`src/hdl/stsq_pkg.sv`:
```
`timescale 1ns / 1ps
// ----------------------------------------------------------------------------
// stsq_pkg: shared types and constants
// Field widths, stream packing widths, operation codes and the command and
// status groups between the sequencer and the datapath.
// ----------------------------------------------------------------------------
package stsq_pkg;

   localparam int TIME_W     = 16;
   localparam int SHIP_W     = 8;
   localparam int KEY_W      = TIME_W + 1;
   localparam int ENTRY_W    = TIME_W + SHIP_W;
   localparam int REQ_DATA_W = 40;
   localparam int REQ_USER_W = 1;
   localparam int RSP_DATA_W = 24;
   localparam int RSP_USER_W = 2;

   localparam logic [TIME_W-1:0] MIN_WAIT_RESET = 16'd4;

   // operation codes carried on req_tuser
   localparam logic OP_INSERT = 1'b0;
   localparam logic OP_QUERY  = 1'b1;

   // sequencer -> datapath
   typedef struct packed {
      logic start;      // capture request, load index
      logic rd_en;      // read table at scan index
      logic idx_dec;
      logic idx_inc;
      logic wr_shift;   // move read entry up one slot
      logic wr_new;     // store new entry at index, bump count
      logic set_found;  // take read entry as query result
      logic set_full;   // flag dropped insert
      logic out_load;   // move result into output register
   } ctl_cmd_type;

   // datapath -> sequencer
   typedef struct packed {
      logic is_query;
      logic full;
      logic idx_zero;
      logic idx_at_count;
      logic ge;         // read time >= search key
      logic out_free;
   } ctl_sts_type;

endpackage

```
`src/hdl/sorted_timetable_successor_query.sv`:
```
`timescale 1ns / 1ps
// ----------------------------------------------------------------------------
// sorted_timetable_successor_query: sorted departure table with search
// Inserts departures in time order and answers next-usable-departure queries.
// ----------------------------------------------------------------------------
// Usage:
//   req channel: one request per handshake; req_tuser selects insert (0) or
//   query (1). An insert stores {ship, time} ahead of any equal or later
//   entry; a query with arrival zero returns the earliest entry, otherwise
//   the first entry at or after arrival + min_wait.
//   rsp channel: exactly one response per request, in request order.
//   csr channel: writes min_wait (reset value 4); write only while idle.
// Each scanned slot is a RAM read followed by a compare. An insert scans
//   down from the entry count and moves each equal or later entry up one
//   slot; a query scans up from slot zero until an entry matches or the
//   stored entries run out. A dropped insert scans nothing. The scan length
//   sets the latency. One request is worked at a time; the next is taken
//   the cycle after the result enters the output register.
// Reset: clears the entry count and the response valid, restores min_wait.
// Stall: a held response keeps its register; the next request is still
//   taken and worked, and waits for the register before it finishes.
// ----------------------------------------------------------------------------
module sorted_timetable_successor_query #(
   parameter int TABLE_DEPTH = 16
) (
   input  logic                            clock,
   input  logic                            reset,
   // request
   input  logic                            req_tvalid,
   output logic                            req_tready,
   // departure_time[15:0], ship_id[23:16], arrival_time[39:24]
   input  logic [stsq_pkg::REQ_DATA_W-1:0] req_tdata,
   // operation[0]
   input  logic [stsq_pkg::REQ_USER_W-1:0] req_tuser,
   // response
   output logic                            rsp_tvalid,
   input  logic                            rsp_tready,
   // next_departure[15:0], next_ship[23:16]
   output logic [stsq_pkg::RSP_DATA_W-1:0] rsp_tdata,
   // found[0], table_full[1]
   output logic [stsq_pkg::RSP_USER_W-1:0] rsp_tuser,
   // min_wait write
   input  logic                            csr_valid,
   output logic                            csr_ready,
   input  logic [stsq_pkg::TIME_W-1:0]     csr_data
);
   import stsq_pkg::*;

   ctl_cmd_type cmd;
   ctl_sts_type sts;

   assign csr_ready = 1'b1;

   stsq_ctrl u_ctrl (
      .clock      (clock),
      .reset      (reset),
      .req_tvalid (req_tvalid),
      .req_tready (req_tready),
      .sts        (sts),
      .cmd        (cmd)
   );

   stsq_dp #(
      .TABLE_DEPTH (TABLE_DEPTH)
   ) u_dp (
      .clock      (clock),
      .reset      (reset),
      .cmd        (cmd),
      .sts        (sts),
      .req_tdata  (req_tdata),
      .req_tuser  (req_tuser),
      .csr_valid  (csr_valid),
      .csr_data   (csr_data),
      .rsp_tvalid (rsp_tvalid),
      .rsp_tready (rsp_tready),
      .rsp_tdata  (rsp_tdata),
      .rsp_tuser  (rsp_tuser)
   );

endmodule

```
`src/hdl/stsq_ram.sv`:
```
`timescale 1ns / 1ps
// ----------------------------------------------------------------------------
// stsq_ram: generic single-write, single-read RAM
// One write port, one read port with registered read data.
// ----------------------------------------------------------------------------
module stsq_ram #(
   parameter int WIDTH = 24,
   parameter int DEPTH = 16
) (
   input  logic                     clock,
   input  logic                     wr_en,
   input  logic [$clog2(DEPTH)-1:0] wr_addr,
   input  logic [WIDTH-1:0]         wr_data,
   input  logic                     rd_en,
   input  logic [$clog2(DEPTH)-1:0] rd_addr,
   output logic [WIDTH-1:0]         rd_data
);

   logic [WIDTH-1:0] mem_ff [DEPTH];
   logic [WIDTH-1:0] rd_data_ff;

   always_ff @(posedge clock) begin
      if (wr_en) begin
         mem_ff[wr_addr] <= wr_data;
      end
      if (rd_en) begin
         rd_data_ff <= mem_ff[rd_addr];
      end
   end

   assign rd_data = rd_data_ff;

endmodule

```
`src/hdl/stsq_ctrl.sv`:
```
`timescale 1ns / 1ps
// ----------------------------------------------------------------------------
// stsq_ctrl: request sequencer
// Steps the table scan for insert (downward shift) and query (upward search),
// flags a dropped insert and hands the result to the output register.
// ----------------------------------------------------------------------------
module stsq_ctrl (
   input  logic                 clock,
   input  logic                 reset,
   input  logic                 req_tvalid,
   output logic                 req_tready,
   input  stsq_pkg::ctl_sts_type sts,
   output stsq_pkg::ctl_cmd_type cmd
);
   import stsq_pkg::*;

   localparam logic [2:0] S_IDLE    = 3'd0;
   localparam logic [2:0] S_DECODE  = 3'd1;
   localparam logic [2:0] S_INS_RD  = 3'd2;
   localparam logic [2:0] S_INS_CHK = 3'd3;
   localparam logic [2:0] S_QRY_RD  = 3'd4;
   localparam logic [2:0] S_QRY_CHK = 3'd5;
   localparam logic [2:0] S_DONE    = 3'd6;

   logic [2:0] state_ff;
   logic [2:0] state_in;

   assign req_tready = (state_ff == S_IDLE);

   // next state and commands
   always_comb begin
      state_in = state_ff;
      cmd      = '0;
      case (state_ff)
         S_IDLE: begin
            if (req_tvalid) begin
               cmd.start = 1'b1;
               state_in  = S_DECODE;
            end
         end
         S_DECODE: begin
            if (sts.is_query) begin
               state_in = S_QRY_RD;
            end else if (sts.full) begin
               cmd.set_full = 1'b1;
               state_in     = S_DONE;
            end else begin
               state_in = S_INS_RD;
            end
         end
         S_INS_RD: begin
            if (sts.idx_zero) begin
               cmd.wr_new = 1'b1;
               state_in   = S_DONE;
            end else begin
               cmd.rd_en = 1'b1;
               state_in  = S_INS_CHK;
            end
         end
         S_INS_CHK: begin
            if (sts.ge) begin
               cmd.wr_shift = 1'b1;
               cmd.idx_dec  = 1'b1;
               state_in     = S_INS_RD;
            end else begin
               cmd.wr_new = 1'b1;
               state_in   = S_DONE;
            end
         end
         S_QRY_RD: begin
            if (sts.idx_at_count) begin
               state_in = S_DONE;
            end else begin
               cmd.rd_en = 1'b1;
               state_in  = S_QRY_CHK;
            end
         end
         S_QRY_CHK: begin
            if (sts.ge) begin
               cmd.set_found = 1'b1;
               state_in      = S_DONE;
            end else begin
               cmd.idx_inc = 1'b1;
               state_in    = S_QRY_RD;
            end
         end
         S_DONE: begin
            if (sts.out_free) begin
               cmd.out_load = 1'b1;
               state_in     = S_IDLE;
            end
         end
         default: begin
            state_in = S_IDLE;
         end
      endcase
   end

   always_ff @(posedge clock) begin
      if (reset) begin
         state_ff <= S_IDLE;
      end else begin
         state_ff <= state_in;
      end
   end

endmodule

```
`src/hdl/stsq_dp.sv`:
```
`timescale 1ns / 1ps
// ----------------------------------------------------------------------------
// stsq_dp: timetable datapath
// Entry RAM, entry count, scan index, search key, min_wait register, result
// and output registers.
// ----------------------------------------------------------------------------
module stsq_dp #(
   parameter int TABLE_DEPTH = 16
) (
   input  logic                              clock,
   input  logic                              reset,
   input  stsq_pkg::ctl_cmd_type             cmd,
   output stsq_pkg::ctl_sts_type             sts,
   input  logic [stsq_pkg::REQ_DATA_W-1:0]   req_tdata,
   input  logic [stsq_pkg::REQ_USER_W-1:0]   req_tuser,
   input  logic                              csr_valid,
   input  logic [stsq_pkg::TIME_W-1:0]       csr_data,
   output logic                              rsp_tvalid,
   input  logic                              rsp_tready,
   output logic [stsq_pkg::RSP_DATA_W-1:0]   rsp_tdata,
   output logic [stsq_pkg::RSP_USER_W-1:0]   rsp_tuser
);
   import stsq_pkg::*;

   localparam int IW = $clog2(TABLE_DEPTH);
   localparam int CW = $clog2(TABLE_DEPTH + 1);
   localparam logic [CW-1:0] DEPTH_C = CW'(TABLE_DEPTH);

   // request fields
   logic [TIME_W-1:0] req_time;
   logic [SHIP_W-1:0] req_ship;
   logic [TIME_W-1:0] req_arrival;
   assign req_time    = req_tdata[15:0];
   assign req_ship    = req_tdata[23:16];
   assign req_arrival = req_tdata[39:24];

   logic [TIME_W-1:0] min_wait_ff;
   logic [CW-1:0]     count_ff;
   logic [CW-1:0]     idx_ff;
   logic [KEY_W-1:0]  key_ff;
   logic              is_query_ff;
   logic [ENTRY_W-1:0] new_entry_ff;

   logic              res_found_ff;
   logic              res_full_ff;
   logic [TIME_W-1:0] res_time_ff;
   logic [SHIP_W-1:0] res_ship_ff;

   logic              rsp_valid_ff;
   logic              rsp_valid_in;
   logic [RSP_DATA_W-1:0] rsp_data_ff;
   logic [RSP_USER_W-1:0] rsp_user_ff;

   logic [CW-1:0]      idx_m1;
   logic [KEY_W-1:0]   key_in;
   logic [IW-1:0]      rd_addr;
   logic [ENTRY_W-1:0] rd_entry;
   logic [ENTRY_W-1:0] wr_entry;
   logic [TIME_W-1:0]  rd_time;
   logic [SHIP_W-1:0]  rd_ship;

   assign idx_m1  = idx_ff - 1'b1;
   assign rd_time = rd_entry[TIME_W-1:0];
   assign rd_ship = rd_entry[ENTRY_W-1:TIME_W];

   // key: insert time; query arrival + min_wait, no wrap, arrival 0 takes head
   always_comb begin
      if (req_tuser[0] == OP_QUERY) begin
         if (req_arrival == '0) begin
            key_in = '0;
         end else begin
            key_in = {1'b0, req_arrival} + {1'b0, min_wait_ff};
         end
      end else begin
         key_in = {1'b0, req_time};
      end
   end

   // insert reads the slot below the index, query reads the index itself
   assign rd_addr  = is_query_ff ? idx_ff[IW-1:0] : idx_m1[IW-1:0];
   assign wr_entry = cmd.wr_shift ? rd_entry : new_entry_ff;

   stsq_ram #(
      .WIDTH (ENTRY_W),
      .DEPTH (TABLE_DEPTH)
   ) u_table (
      .clock   (clock),
      .wr_en   (cmd.wr_shift | cmd.wr_new),
      .wr_addr (idx_ff[IW-1:0]),
      .wr_data (wr_entry),
      .rd_en   (cmd.rd_en),
      .rd_addr (rd_addr),
      .rd_data (rd_entry)
   );

   // status to sequencer
   always_comb begin
      sts              = '0;
      sts.is_query     = is_query_ff;
      sts.full         = (count_ff == DEPTH_C);
      sts.idx_zero     = (idx_ff == '0);
      sts.idx_at_count = (idx_ff == count_ff);
      sts.ge           = ({1'b0, rd_time} >= key_ff);
      sts.out_free     = !rsp_valid_ff || rsp_tready;
   end

   // control registers: count and min_wait
   always_ff @(posedge clock) begin
      if (reset) begin
         count_ff    <= '0;
         min_wait_ff <= MIN_WAIT_RESET;
      end else begin
         if (cmd.wr_new) begin
            count_ff <= count_ff + 1'b1;
         end
         if (csr_valid) begin
            min_wait_ff <= csr_data;
         end
      end
   end

   // request capture, scan index and result
   always_ff @(posedge clock) begin
      if (cmd.start) begin
         is_query_ff  <= (req_tuser[0] == OP_QUERY);
         key_ff       <= key_in;
         new_entry_ff <= {req_ship, req_time};
         idx_ff       <= (req_tuser[0] == OP_QUERY) ? '0 : count_ff;
         res_found_ff <= 1'b0;
         res_full_ff  <= 1'b0;
         res_time_ff  <= '0;
         res_ship_ff  <= '0;
      end else begin
         if (cmd.idx_dec) begin
            idx_ff <= idx_m1;
         end else if (cmd.idx_inc) begin
            idx_ff <= idx_ff + 1'b1;
         end
         if (cmd.wr_new) begin
            res_found_ff <= 1'b1;
         end
         if (cmd.set_full) begin
            res_full_ff <= 1'b1;
         end
         if (cmd.set_found) begin
            res_found_ff <= 1'b1;
            res_time_ff  <= rd_time;
            res_ship_ff  <= rd_ship;
         end
      end
   end

   // output register
   always_comb begin
      if (cmd.out_load) begin
         rsp_valid_in = 1'b1;
      end else if (rsp_tready) begin
         rsp_valid_in = 1'b0;
      end else begin
         rsp_valid_in = rsp_valid_ff;
      end
   end

   always_ff @(posedge clock) begin
      if (reset) begin
         rsp_valid_ff <= 1'b0;
      end else begin
         rsp_valid_ff <= rsp_valid_in;
      end
   end

   always_ff @(posedge clock) begin
      if (cmd.out_load) begin
         rsp_data_ff <= {res_ship_ff, res_time_ff};
         rsp_user_ff <= {res_full_ff, res_found_ff};
      end
   end

   assign rsp_tvalid = rsp_valid_ff;
   assign rsp_tdata  = rsp_data_ff;
   assign rsp_tuser  = rsp_user_ff;

`ifndef SYNTHESIS
   // entry count never passes the table depth
   a_count_bound: assert property (@(posedge clock) disable iff (reset)
      count_ff <= DEPTH_C)
      else $error("entry count above table depth");

   // a stored entry grows the count by exactly one
   a_count_step: assert property (@(posedge clock) disable iff (reset)
      cmd.wr_new |=> count_ff == $past(count_ff) + 1'b1)
      else $error("entry count did not advance on insert");

   // insert scan never reads below slot zero
   a_ins_read: assert property (@(posedge clock) disable iff (reset)
      (cmd.rd_en && !is_query_ff) |-> idx_ff != '0)
      else $error("insert read below table base");

   // a pending result is never overwritten
   a_out_load: assert property (@(posedge clock) disable iff (reset)
      cmd.out_load |-> (!rsp_valid_ff || rsp_tready))
      else $error("result loaded over a pending response");
`endif

endmodule

```
`config.mk`:
```
export PLATFORM = sky130hd
export DESIGN_NAME = sorted_timetable_successor_query
export DESIGN_NICKNAME = d
export VERILOG_FILES = /design/src/hdl/stsq_pkg.sv /design/src/hdl/sorted_timetable_successor_query.sv /design/src/hdl/stsq_ram.sv /design/src/hdl/stsq_ctrl.sv /design/src/hdl/stsq_dp.sv
export SDC_FILE = /design/constraint.sdc
export NUM_CORES = 1
export LEC_CHECK = 0
export ABC_AREA = 1
export BUFFER_PORTS_ARGS = -buffer_cell sky130_fd_sc_hd__buf_4
export CAP_MARGIN = 10
export CORE_AREA = 2 2 301 303
export CTS_CLUSTER_DIAMETER = 30
export CTS_CLUSTER_SIZE = 16
export DETAILED_ROUTE_END_ITERATION = 7
export DIE_AREA = 0 0 303 305
export SYNTH_ARGS = -nofsm -noshare
export SYNTH_HDL_FRONTEND = slang
export SYNTH_SLANG_ARGS = --single-unit
```
`constraint.sdc`:
```
create_clock -name clock -period 4.5 [get_ports clock]
set_input_delay 0.675 -clock clock [delete_from_list [all_inputs] [get_ports clock]]
set_output_delay 0.675 -clock clock [all_outputs]
set_load 0.02 [all_outputs]
```
* Yosys cells after proc, flatten, opt, wreduce, memory -nomap -nowiden *
Memories as Yosys holds them, arrays and structs flattened. A register that Yosys moved wholly into a read port is not among the register bits.
Index checks and enable logic that the tools add are counted.

storage, ports and cells
  register bits = 124
  RAM bits = 384
  input port bits = 62
  output and inout bits = 29
  word-level logic and storage cells = 83
  memories = 1

operators by class
  add/sub/neg operators = 4
  order comparisons = 1
  equal/unequal tests = 10
  muxes and demuxes = 40
  bitwise logic cells = 2
  reduce and logical (&&, ||, !) cells = 10

memories
  memory               depth  bits a word  read ports  clocked after Yosys merged registers in  wr ports  RTL line        source
  u_dp.u_table.mem_ff  16     24           1           1                                        1         stsq_ram.sv:19  logic [WIDTH-1:0] mem_ff [DEPTH];

operators by type and width
  cell                                                                    count
  16-bit 2-to-1 mux                                                       2
  24-bit 2-to-1 mux                                                       1
  1-bit 2-to-1 mux                                                        21
  3-bit case mux with 7 select lines                                      1
  5-bit 2-to-1 mux                                                        4
  3-bit 2-to-1 mux                                                        6
  16-bit by 16-bit adder with 17-bit output                               1
  16-bit by 17-bit greater-or-equal comparator with 1-bit output          1
  16-bit zero test                                                        1
  5-bit by 1-bit adder with 5-bit output (second input constant)          2
  3-bit equality test (second input constant)                             3
  3-bit by 2-bit equality test with 1-bit output (second input constant)  2
  5-bit equality test                                                     1
  5-bit equality test (second input constant)                             1
  5-bit zero test                                                         1
  5-bit by 1-bit subtractor with 5-bit output (second input constant)     1
  2-bit 2-to-1 mux                                                        2
  4-bit 2-to-1 mux                                                        1
  2-bit inequality test (second input constant)                           2
  1-bit case mux with 2 select lines                                      2
  2-bit nonzero test                                                      2
  3-bit by 1-bit equality test with 1-bit output (second input constant)  1
  3-bit zero test                                                         1
  3-bit nonzero test                                                      1
  6 further kinds                                                         6

* Depth between registers and ports, before layout *
Gate-level depths: netlist of the first run.

  depth in word-level cells = 6
  mapped depth = 16
  depth with buffers taken out = 15

* Cells and area by module *
From an unflattened synthesis of the first run, not the netlist that was laid out.

unflattened totals
  cells, all modules = 2386
  area, all modules = 23655.2 sq um

by module, submodules not included
  module                            instances  cells each  area each (sq um)  sequential area each (sq um)
  stsq_ram                          1          1597        17191.5            12251.8
  stsq_dp                           1          732         6123.4             3153.0
  stsq_ctrl                         1          55          329.1              60.1
  sorted_timetable_successor_query  1          2           11.3               0.0

* Least setup slack after synthesis of the first run *
Ideal clock, no wire load.

  path kind = in2reg
  from = in rsp_tready
  to = reg u_dp.rsp_data_ff[0], in the netlist u_dp.rsp_tdata[0] (enable)
  library setup time = 475 ps
  arrival = 3228 ps
  required time = 4025 ps
  setup slack = 797 ps
  stages on the path = 2
  buffers on the path = 0
  path through = nor2_1 -> nor4_1

RTL lines
  item                  RTL line                                source
  start, declared       sorted_timetable_successor_query.sv:37  input logic rsp_tready,
  end signal, assigned  stsq_dp.sv:174                          rsp_data_ff <= {res_ship_ff, res_time_ff};
  end, declared         stsq_dp.sv:51                           logic [RSP_DATA_W-1:0] rsp_data_ff;

* Worst setup path in the final report of the first run *
  from = reg u_dp.u_table.rd_data_ff[11], in the netlist u_dp.u_table.rd_data[11] (read register of u_dp.u_table.mem_ff)
  to = mem u_dp.u_table.mem_ff[12][16] (enable)

between the ends
  word-level cells in the longest chain between the ends = 6
  elaborated cells on any way between the ends = 8
  classes of those cells = 1 x order compare; 6 x mux; 1 x bitwise

RTL lines
  item                                                                           RTL line         source
  start, declared                                                                stsq_ram.sv:20   logic [WIDTH-1:0] rd_data_ff;
  16-bit by 17-bit greater-or-equal comparator with 1-bit output (*)             stsq_dp.sv:103   sts.ge = ({1'b0, rd_time} >= key_ff);
  1-bit 2-to-1 mux                                                               stsq_ctrl.sv:61  if (sts.ge) begin
  1-bit case mux with 2 select lines / 1-bit 2-to-1 mux (equally long branches)  stsq_ctrl.sv:34  case (state_ff)
  1-bit bitwise OR (*)                                                           stsq_dp.sv:88    .wr_en (cmd.wr_shift | cmd.wr_new),
  1-bit 2-to-1 mux (*)                                                           stsq_ram.sv:23   if (wr_en) begin
  1-bit 2-to-1 mux (implied by the code) (*)                                     stsq_ram.sv:24   mem_ff[wr_addr] <= wr_data;
  end, declared                                                                  stsq_ram.sv:19

Every way passes the cells marked *; elsewhere a longest branch is shown, timed or not.

==> impl_metrics.tcl, run 1 <==
set metrics [dict create \
    status "complete, but fails checks" \
    violations "DRC" \
    cts_post_setup_buffers_inserted 0 \
    core_area_mm2 0.0893 \
    grt_pass1_vias 14000 \
    synth_nets 1926 \
    fin_nets 2027 \
    cpMaxStageDelayCell "nor2_4" \
    timing.fmax_mhz 299 \
    crit_top_cell "nand2_4" \
    ir_drop_mv 0.386 \
    use_met1_pct 15.3 \
    grt_first_pass_wirelength_mm 85.9 \
    fin_skew_ns 0.0313 \
    cts-htree-levels 3 \
    yosysSeqAreaShare_pct 70.1 \
    cap_viol_max_count 0 \
    n_fill_cell 8860 \
    track_usage_pct 12.2 \
    routabilityCongestion 0.850 \
    row_count 110 \
    swShare_pct 33.6 \
    period_share_pct 74.3 \
    ant_nets 0 \
    period_needed_ns 3.34 \
    synth-seq-cells 532 \
    clock_power_share_pct 40.2 \
    synth_cells 1824 \
    hpwl_mm 36.8 \
    hold_path.class "primary input to flip-flop" \
    pwr_density_cell_mw_per_mm2 634 \
    antenna_found_initial 0 \
    grt_use_met3_pct 1.58 \
    fp.dieArea_mm2 0.0924 \
    cp_num_buf_inv 1 \
    die_w_um 303 \
    routedWlPerCell_um 17.9 \
    cts-resized-gates 0 \
    multi_input_area_mm2 0.00591 \
    cts_root_buf "clkbuf_16" \
    timing.setup.tns_ns 0 \
    portBuffers 89 \
    path_clk_slew_ns 0.05 \
    power_frac_comb_pct 24.3 \
    critPathLaunchType "flip-flop" \
    cts_tree "yes" \
    area_delta_synth_final_pct 22.8 \
    p_leak_nw 9.40 \
    required_ns 4.75 \
    n_antenna_cell 0 \
    synthArstFlopShare_pct 0 \
    first_pass_iters 7 \
    crit_path_end_kind "flip-flop" \
    critPathMaxFanout 31 \
    synth-main-ff-cell "edfxtp_1" \
    setup-violations-final 0 \
    path_cells "ha_1, nand2_1, o21ai_0, nand4_1, nand2_4, nand2_4, inv_4, nor2_8, nor2_4" \
    grt.overflow.total 0 \
    viasPerCell 4.52 \
    final_common_cell "edfxtp_1" \
    path_class "flip-flop to flip-flop" \
    cts_buffers 91 \
    vias 14400 \
    cp_top_family "simple AND/OR/NAND/NOR gates" \
    holdBufCountCts 0 \
    synth.area.top_cells "edfxtp_1 65%, o21ai_0 5.8%, nor2_1 5.3%" \
    fp.dieH_um 305 \
    grt_max_degree 97 \
    critPathArrivalTime_ns 3.59 \
    holdWs_ns 0.223 \
    synth-warning-count 0 \
    synth_area_mm2 0.0221 \
    regArea_mm2 0.0155 \
    clock_sinks 532 \
    busiest_layer "met2" \
    postSynthAreaPerCell_um2 12.1 \
    clk-insertion-delay-late_ns 0.64 \
    critPathMaxStageDelay_ns 0.71 \
    grt_util_met2_pct 20.8 \
    drive_above_1_share_pct 15.3 \
    finalHoldViolCount 0 \
    slew_viol_final 0 \
    io-pin-count 91 \
    final_cell_mix "481 x edfxtp_1, 308 x nor2_1, 254 x o21ai_0" \
    synth-edff-count 481 \
    tightest_slew_ns 1.02 \
    maxSlewHeadroom_pct 32.2 \
    power_frac_seq_pct 35.4 \
    wl_mm 57.0 \
    drtIter0Drc 1301 \
    clock_path_buffers 3 \
    yosys.area.top_type_share_pct 65.5 \
    p_switching_mw 5.77 \
    start_util_pct 24.7 \
    rsz0062_at_grt "false" \
    yosysTopAreaCell "edfxtp_1" \
    drc 3 \
    synth.distinct_cells 45 \
    internal-power_mw 11.4 \
]
## final cells by class
class / count / area share (%)
Sequential cell: 532 / 57.1
Multi-Input combinational cell: 1119 / 21.8
Clock buffer: 98 / 8.50
Tap cell: 1176 / 5.43
Timing Repair Buffer: 109 / 3.16
Clock inverter: 73 / 2.97
Inverter: 72 / 1.03
## final timing paths
kind / start / end / slack (ns) / cells past startpoint
min: req_tdata[18] / u_dp.new_entry_ff[18]$_DFFE_PP_ / 0.22 / 1
max reg2reg: u_dp.u_table.rd_data[11]$_DFFE_PP_ / u_dp.u_table.mem_ff[12][16]$_DFFE_PP_ / 1.16 / 9
min reg2reg: u_dp.res_found_ff$_SDFFE_PP0P_ / u_dp.rsp_tuser[0]$_DFFE_PP_ / 0.43 / 0
max: u_dp.u_table.rd_data[11]$_DFFE_PP_ / u_dp.u_table.mem_ff[12][16]$_DFFE_PP_ / 1.16 / 9
## logic make-up (layout without fill, tap and decap cells)
logic type	after synthesis	count (layout)	synth area share [%]
and+or+nand+nor	625	625	11.5
DFF	532	532	70.1
AOI/OAI and AO/OA	438	438	11.8
buffers and inverters	173	352	3.64
adders and majority gates	40	40	2.30
xor gates and xnor gates	15	15	0.596
other	1	1	0.0170
## power by group through the flow
stage | clock, mW | sequential [mW] | combinational (mW)
after floorplan | 0 | 6.08 | 2.68
after global placement | 0 | 6.17 | 4.20
after detailed placement | 0 | 6.17 | 4.21
after CTS | 6.98 | 6.08 | 4.23
after global routing | 7.22 | 6.10 | 4.57
final | 6.91 | 6.08 | 4.18
## per-stage QoR
| stage | std cells | instance area, µm² | util [%] | total power [mW] | worst slack (ns) |
|---|---|---|---|---|---|
| finish | 3179 | 27100 | 30.3 | 17.2 | 1.16 |
| global route | 3179 | 27100 | 30.3 | 17.9 | 0.896 |
| CTS | 3179 | 27100 | 30.3 | 17.3 | 1.13 |
| detailed placement | 3008 | 24000 | 26.8 | 10.4 | 1.16 |
| global placement | 3008 | 24000 | 26.8 | 10.4 | 1.17 |
| floorplan | 1824 | 22100 | - | 8.76 | 0.797 |
## synth_stat cells (2+ instances only)
library cell	count
edfxtp_1	481
nor2_1	313
o21ai_0	254
nand2_1	223
o221ai_1	68
inv_1	61
nand3_1	52
buf_2	51
dfxtp_1	51
ha_1	39
a21oi_1	36
o211ai_1	29
o22ai_1	29
clkbuf_1	28
nor2_2	12
buf_4	11
inv_2	9
xor2_1	8
nor3_1	7
o21ai_1	7
xnor2_1	7
buf_6	5
clkbuf_2	5
nor4_1	5
nand2_4	4
nand4_1	3
a21boi_0	2
a21oi_2	2
a22o_1	2
inv_4	2
nand2_2	2
o21ai_2	2
o21bai_1	2
## sequential cells by signal, summed over array words and instances, names as in the netlist
signal / flops
u_dp.u_table.rd_data: 24
u_dp.idx_ff: 5
u_dp.count_ff: 5
u_dp.res_time_ff: 16
u_dp.res_found_ff: 1
u_dp.res_full_ff: 1
u_ctrl.state_ff: 3
u_dp.new_entry_ff: 24
u_dp.res_ship_ff: 8
u_dp.rsp_tvalid: 1
u_dp.min_wait_ff: 16
u_dp.rsp_tuser: 2
u_dp.rsp_tdata: 24
u_dp.u_table.mem_ff: 384
u_dp.is_query_ff: 1
u_dp.key_ff: 17
## layer usage
metal	vias up	routed length, µm
li1	6860	-
met1	6993	23700
met2	434	28600
met3	95	2850
met4	0	1870
met5	-	0
## worst reg2reg max path: stages (launching register included)
cell and delay, ns:
edfxtp_1 0.42, ha_1 0.33, nand2_1 0.07, o21ai_0 0.17, nand4_1 0.25, nand2_4 0.21
nand2_4 0.24, inv_4 0.35, nor2_8 0.19, nor2_4 0.72
Note: power is estimated with default switching activity, not from simulation.
==> run 2, diff against run 1 <==
==> constraint.sdc (replaced) <==
create_clock -name clock -period 2.7 [get_ports clock]
set_input_delay 0.405 -clock clock [delete_from_list [all_inputs] [get_ports clock]]
set_output_delay 0.405 -clock clock [all_outputs]
set_load 0.02 [all_outputs]
==> run 2 against run 1 <==
  * The flow still finishes with violations (DRC)
  * Design area is 7.2% higher
  * Sequential power is 66% higher
  * Flip-flop and latch count stayed put
  * Register-to-register slack worse by 0.98 ns
  * Critical path type unchanged
  * Die area stayed put
  * Non-clock buffer count is 123 higher
==> impl_metrics.tcl, run 2 (synthesis gave the netlist of run 1 again) <==
set metrics [dict create \
    dpl_cell_area_mm2 0.0250 \
    routabilityCongestion 0.868 \
    final_cell_mix "481 x edfxtp_1, 308 x nor2_1, 254 x o21ai_0" \
    violations "DRC" \
    cpMaxStageDelayCell "edfxtp_1" \
    viasPerCell 4.51 \
    dp_slack_ns 0.0440 \
    holdWs_ns 0.0257 \
    path_cells "ha_1, inv_1, nor2_1, a22oi_1, nand3_1, nor2_2, nand3_2, nand2_4, nor2_8, buf_12, nor2_4, buf_4" \
    maxSlewHeadroom_pct 61.1 \
    rsz0062_at_grt "false" \
    clock_path_buffers 3 \
    area_delta_synth_final_pct 31.6 \
    finalHoldViolCount 0 \
    period_share_pct 93.6 \
    path_clk_slew_ns 0.05 \
    critPathMaxStageDelay_ns 0.41 \
    final_common_cell "edfxtp_1" \
    fin_ws_ns 0.173 \
    io-pin-count 91 \
    cts-htree-levels 3 \
    vias 15000 \
    path_class "flip-flop to flip-flop" \
    grt_pass1_vias 14900 \
    timing.setup.tns_ns 0 \
    portBuffers 89 \
    wl_mm 57.2 \
    power_mw 30.7 \
    p_leak_nw 10.3 \
    die_w_um 303 \
    timing.fmax_mhz 396 \
    row_count 110 \
    first_pass_iters 8 \
    grt_max_degree 59 \
    fin_nets 2164 \
    required_ns 3.02 \
    fp.dieH_um 305 \
    grt.overflow.total 0 \
    antenna_found_initial 5 \
    period_needed_ns 2.53 \
    hpwl_mm 37.8 \
    drtIter0Drc 1122 \
    critPathArrivalTime_ns 2.84 \
    largest_reg_flops 384 \
    pwr_density_cell_mw_per_mm2 1060 \
    grt_first_pass_wirelength_mm 87.0 \
    track_usage_pct 12.1 \
    cts_tree "yes" \
    cts_root_buf "clkbuf_16" \
    tightest_slew_ns 0.583 \
    fp.dieArea_mm2 0.0924 \
    hold_path.class "primary input to flip-flop" \
    cts_buffers 105 \
    start_util_pct 24.7 \
    ant_nets 0 \
    setup-violations-final 0 \
    crit_path_end_kind "flip-flop" \
    cap_viol_max_count 0 \
    ir_drop_mv 0.628 \
    slew_viol_final 0 \
    critPathLaunchType "flip-flop" \
    status "complete, but fails checks" \
    clock_sinks 532 \
    fin_skew_ns 0.0175 \
    largest-register "u_dp.u_table.mem_ff" \
    core_area_mm2 0.0893 \
    drive_above_1_share_pct 19.4 \
    clk-insertion-delay-late_ns 0.63 \
    routedWlPerCell_um 17.2 \
    critPathMaxFanout 9 \
    finalInstanceArea_mm2 0.0290 \
    drc 5 \
]
## run 2: cell count changes in the layout (fill, tap and decap cells not counted), sizes merged
cell / before / now
buf: 109 / 198
dlygate4sd3: 0 / 34
clkbuf: 98 / 121
inv: 95 / 83
clkinv: 33 / 41
bufinv: 10 / 16
clkinvlp: 7 / 9
diode: 0 / 1
## run 2: final cells by class
cell class | instances | area (µm²)
Fill cell | 8646 | 60300
Sequential cell | 532 | 15500
Multi-Input combinational cell | 1119 | 5920
Clock buffer | 121 | 2750
Timing Repair Buffer | 232 | 2260
Tap cell | 1176 | 1470
Clock inverter | 77 | 877
Inverter | 72 | 280
Antenna cell | 1 | 2.50
## run 2: per-stage QoR
stage	instances	util, %
floorplan	1824	-
global placement	3089	27.9
detailed placement	3089	27.9
CTS	3321	32.4
global route	3330	32.5
finish	3330	32.5
## run 2: final timing paths
| check | startpoint | endpoint | slack [ns] | depth (start not counted) |
|---|---|---|---|---|
| max reg2reg | u_dp.u_table.rd_data[15]$_DFFE_PP_ | u_dp.u_table.mem_ff[7][23]$_DFFE_PP_ | 0.17 | 12 |
| min | csr_data[8] | u_dp.min_wait_ff[8]$_SDFFE_PP0P_ | 0.03 | 3 |
| max | u_dp.u_table.rd_data[15]$_DFFE_PP_ | u_dp.u_table.mem_ff[7][23]$_DFFE_PP_ | 0.17 | 12 |
| min reg2reg | u_dp.res_ship_ff[2]$_SDFFE_PP0P_ | u_dp.rsp_tdata[18]$_DFFE_PP_ | 0.43 | 0 |
## run 2: timing repair
item	in CTS	in global routing
hold buffers	34	0
hold endpoints to repair	34	0
resized for setup	0	8
endpoints found under the setup margin	0	473
setup buffers	0	8
## run 2: critical path, delay by kind of cell (launching register included)
family / cells / cell delay, ns
AND/OR/NAND/NOR: 7 / 0.85
buffers and inverters: 3 / 0.42
flip-flops: 1 / 0.41
adder cells (fa/ha/maj): 1 / 0.35
AO/OA/AOI/OAI: 1 / 0.16
## run 2: where the power goes
group	switching [mW]	total, mW	leakage [nW]	internal [mW]
Clock	4.20	13.0	1.75	8.82
Combinational	5.17	7.57	3.80	2.40
Sequential	0.221	10.1	4.78	9.86
## run 2: per-layer routing
layer  share of wire (%)  global-route usage, %
met1                  41                   14.6
met2                  51                   21.4
met3                 4.4                   1.95
met4                 3.0                   4.86
met5               0.096                      0
==> run 3, diff against run 2 <==
--- a/config.mk
+++ b/config.mk
@@ -8,11 +8,12 @@
 export ABC_AREA = 1
 export BUFFER_PORTS_ARGS = -buffer_cell sky130_fd_sc_hd__buf_4
 export CAP_MARGIN = 10
-export CORE_AREA = 2 2 301 303
+export CORE_AREA = 2 2 204 206
 export CTS_CLUSTER_DIAMETER = 30
 export CTS_CLUSTER_SIZE = 16
 export DETAILED_ROUTE_END_ITERATION = 7
-export DIE_AREA = 0 0 303 305
+export DIE_AREA = 0 0 206 208
+export PLACE_DENSITY = 0.74
 export SYNTH_ARGS = -nofsm -noshare
 export SYNTH_HDL_FRONTEND = slang
 export SYNTH_SLANG_ARGS = --single-unit
==> run 3 against run 2 <==
  * The flow now finishes without violations
  * Global-route usage grew 16 points
  * Flip-flop and latch count unchanged
  * First-iteration DRC count increased by 96%
  * Core utilization up 37 points
  * Sequential share of layout area increased by 1.6 points
  * Via count rose by 6.3%
  * Non-clock buffer count is 14 lower
  * Register-to-register slack worse by 0.10 ns
  * Critical endpoint is now u_dp.u_table.rd_data[7]$_DFFE_PP_
  * Highest routed layer is now met4
==> impl_metrics.tcl, run 3 (synthesis gave the netlist of run 1 again) <==
set metrics [dict create \
    portBuffers 89 \
    viasPerCell 6.01 \
    clk-insertion-delay-late_ns 0.63 \
    vias 16000 \
    row_count 74 \
    power_frac_comb_pct 24.4 \
    final_common_cell "edfxtp_1" \
    drtIter0Drc 2199 \
    p_leak_nw 10.3 \
    clock_sinks 532 \
    largest-register "u_dp.u_table.mem_ff" \
    ir_drop_mv 0.609 \
    r2r_cells 9 \
    routabilityCongestion 0.887 \
    required_ns 3.15 \
    layoutNonFillerInstCount 2657 \
    die_w_um 206 \
    io-pin-count 91 \
    fin_nets 2144 \
    internal-power_mw 21.1 \
    regArea_mm2 0.0155 \
    period_needed_ns 2.63 \
    timing.fmax_mhz 380 \
    fin_ws_ns 0.0699 \
    whs_path_depth 3 \
    clock_path_buffers 3 \
    cts_tree "yes" \
    place_inst 2439 \
    power_frac_seq_pct 33.0 \
    critPathMaxFanout 96 \
    cpMaxStageDelayCell "ha_1" \
    fp.dieArea_mm2 0.0428 \
    final_cell_mix "481 x edfxtp_1, 308 x nor2_1, 253 x o21ai_0" \
    start_util_pct 54.4 \
    status "finished clean" \
    p_switching_mw 9.49 \
    path_class "flip-flop to flip-flop" \
    path_clk_slew_ns 0.05 \
    cap_viol_max_count 0 \
    critPathArrivalTime_ns 3.08 \
    critPathMaxStageDelay_ns 0.41 \
    grt_pass1_vias 16000 \
    routedWlPerCell_um 22.4 \
    track_usage_pct 27.9 \
    ant_nets 0 \
    n_fill_cell 2589 \
    fp.dieH_um 208 \
    finalHoldViolCount 0 \
    largest_reg_flops 384 \
    drive_above_1_share_pct 19.1 \
    path_cells "inv_1, ha_1, o21ai_4, inv_2, buf_12, o21ai_0, o221ai_1, o211ai_1, nand2_1" \
    n_antenna_cell 0 \
    setup-violations-final 0 \
    critPathLaunchType "flip-flop" \
    hpwl_mm 34.9 \
    clock_power_share_pct 42.6 \
    swShare_pct 31.0 \
    pwr_density_cell_mw_per_mm2 1090 \
    area_delta_synth_final_pct 27.8 \
    core_area_mm2 0.0406 \
    cts-htree-levels 3 \
    antenna_found_initial 0 \
    crit_path_end_kind "flip-flop" \
    first_pass_iters 6 \
    cts_root_buf "clkbuf_16" \
    grt_max_degree 97 \
    drc 0 \
    dp_slack_ns 0.0323 \
    power_mw 30.6 \
    grt.overflow.total 0 \
    fin_util_pct 69.5 \
    tightest_slew_ns 0.709 \
    hold_path.class "primary input to flip-flop" \
    period_share_pct 97.4 \
    slew_viol_final 0 \
    wl_mm 59.6 \
    fin_skew_ns 0.0213 \
    multi_input_area_mm2 0.00592 \
    grt_first_pass_wirelength_mm 90.7 \
    maxSlewHeadroom_pct 52.7 \
    cts_buffers 99 \
]
[run 3: cell count changes in the layout (fill, tap and decap cells not counted), moves of 3 or more]
cell	delta
bufinv_16	+6
clkbuf_1	-4
nand2_1	+4
clkinv_1	-4
clkbuf_16	-5
dlygate4sd3_1	-11
clkinv_4	-3
buf_4	-17
clkinv_2	+7
clkinvlp_4	-3
inv_6	-7
buf_12	+12
nand2_2	-4
[run 3: worst paths after layout]
| check | slack, ns | startpoint | endpoint |
|---|---|---|---|
| max | 0.07 | u_dp.idx_ff[0]$_DFFE_PP_ | u_dp.u_table.rd_data[7]$_DFFE_PP_ |
| min | 0.02 | csr_data[13] | u_dp.min_wait_ff[13]$_SDFFE_PP0P_ |
| max reg2reg | 0.07 | u_dp.idx_ff[0]$_DFFE_PP_ | u_dp.u_table.rd_data[7]$_DFFE_PP_ |
| min reg2reg | 0.43 | u_dp.res_time_ff[8]$_SDFFE_PP0P_ | u_dp.rsp_tdata[8]$_DFFE_PP_ |
[run 3: per-stage QoR]
step           TNS (ns)  hold WS, ns  cell area (µm²)
2_1_floorplan    -41.31        0.408            22100
3_3_place_gp          0        0.412            24200
3_5_place_dp          0        0.418            24200
4_1_cts               0      0.00492            28000
5_1_grt          -0.758       0.0201            28200
6_report              0       0.0200            28200
[run 3: worst max-delay path, delay by kind of cell (launching register included)]
| family | cells | cell delay [ns] |
|---|---|---|
| DFF | 1 | 0.36 |
| AOI/OAI and AO/OA | 4 | 0.85 |
| and+or+nand+nor | 1 | 0.19 |
| buffers and inverters | 3 | 0.50 |
| adders and majority gates | 1 | 0.41 |
[run 3: power by group through the flow]
stage	clock network [mW]	logic (mW)	registers, mW
6_report	13.1	7.47	10.1
5_1_grt	13.6	8.04	10.1
4_1_cts	13.1	7.27	10.1
3_5_place_dp	0	7.10	10.2
3_3_place_gp	0	6.95	10.2
2_1_floorplan	0	4.48	10.1
[run 3: per-layer routing]
metal	track usage, %	wire length [µm]	vias to the layer above
met4	13.2	2260	0
met5	0	0	-
met1	36.6	22800	7791
met3	5.45	5480	133
met2	44.8	29000	940
li1	-	-	7097
[run 3: repair_timing]
action,4_1_cts,5_1_grt
buffers inserted,0,10
endpoints found under the setup margin,0,450
hold buffers,23,0
hold endpoints to repair,23,0
gates resized for setup,0,9
[run 3: cell type report]
cell class	instances	area share (%)
Sequential cell	532	54.9
Tap cell	532	2.36
Clock inverter	75	3.61
Clock buffer	109	9.07
Multi-Input combinational cell	1119	21.0
Inverter	72	0.985
Timing Repair Buffer	218	8.14
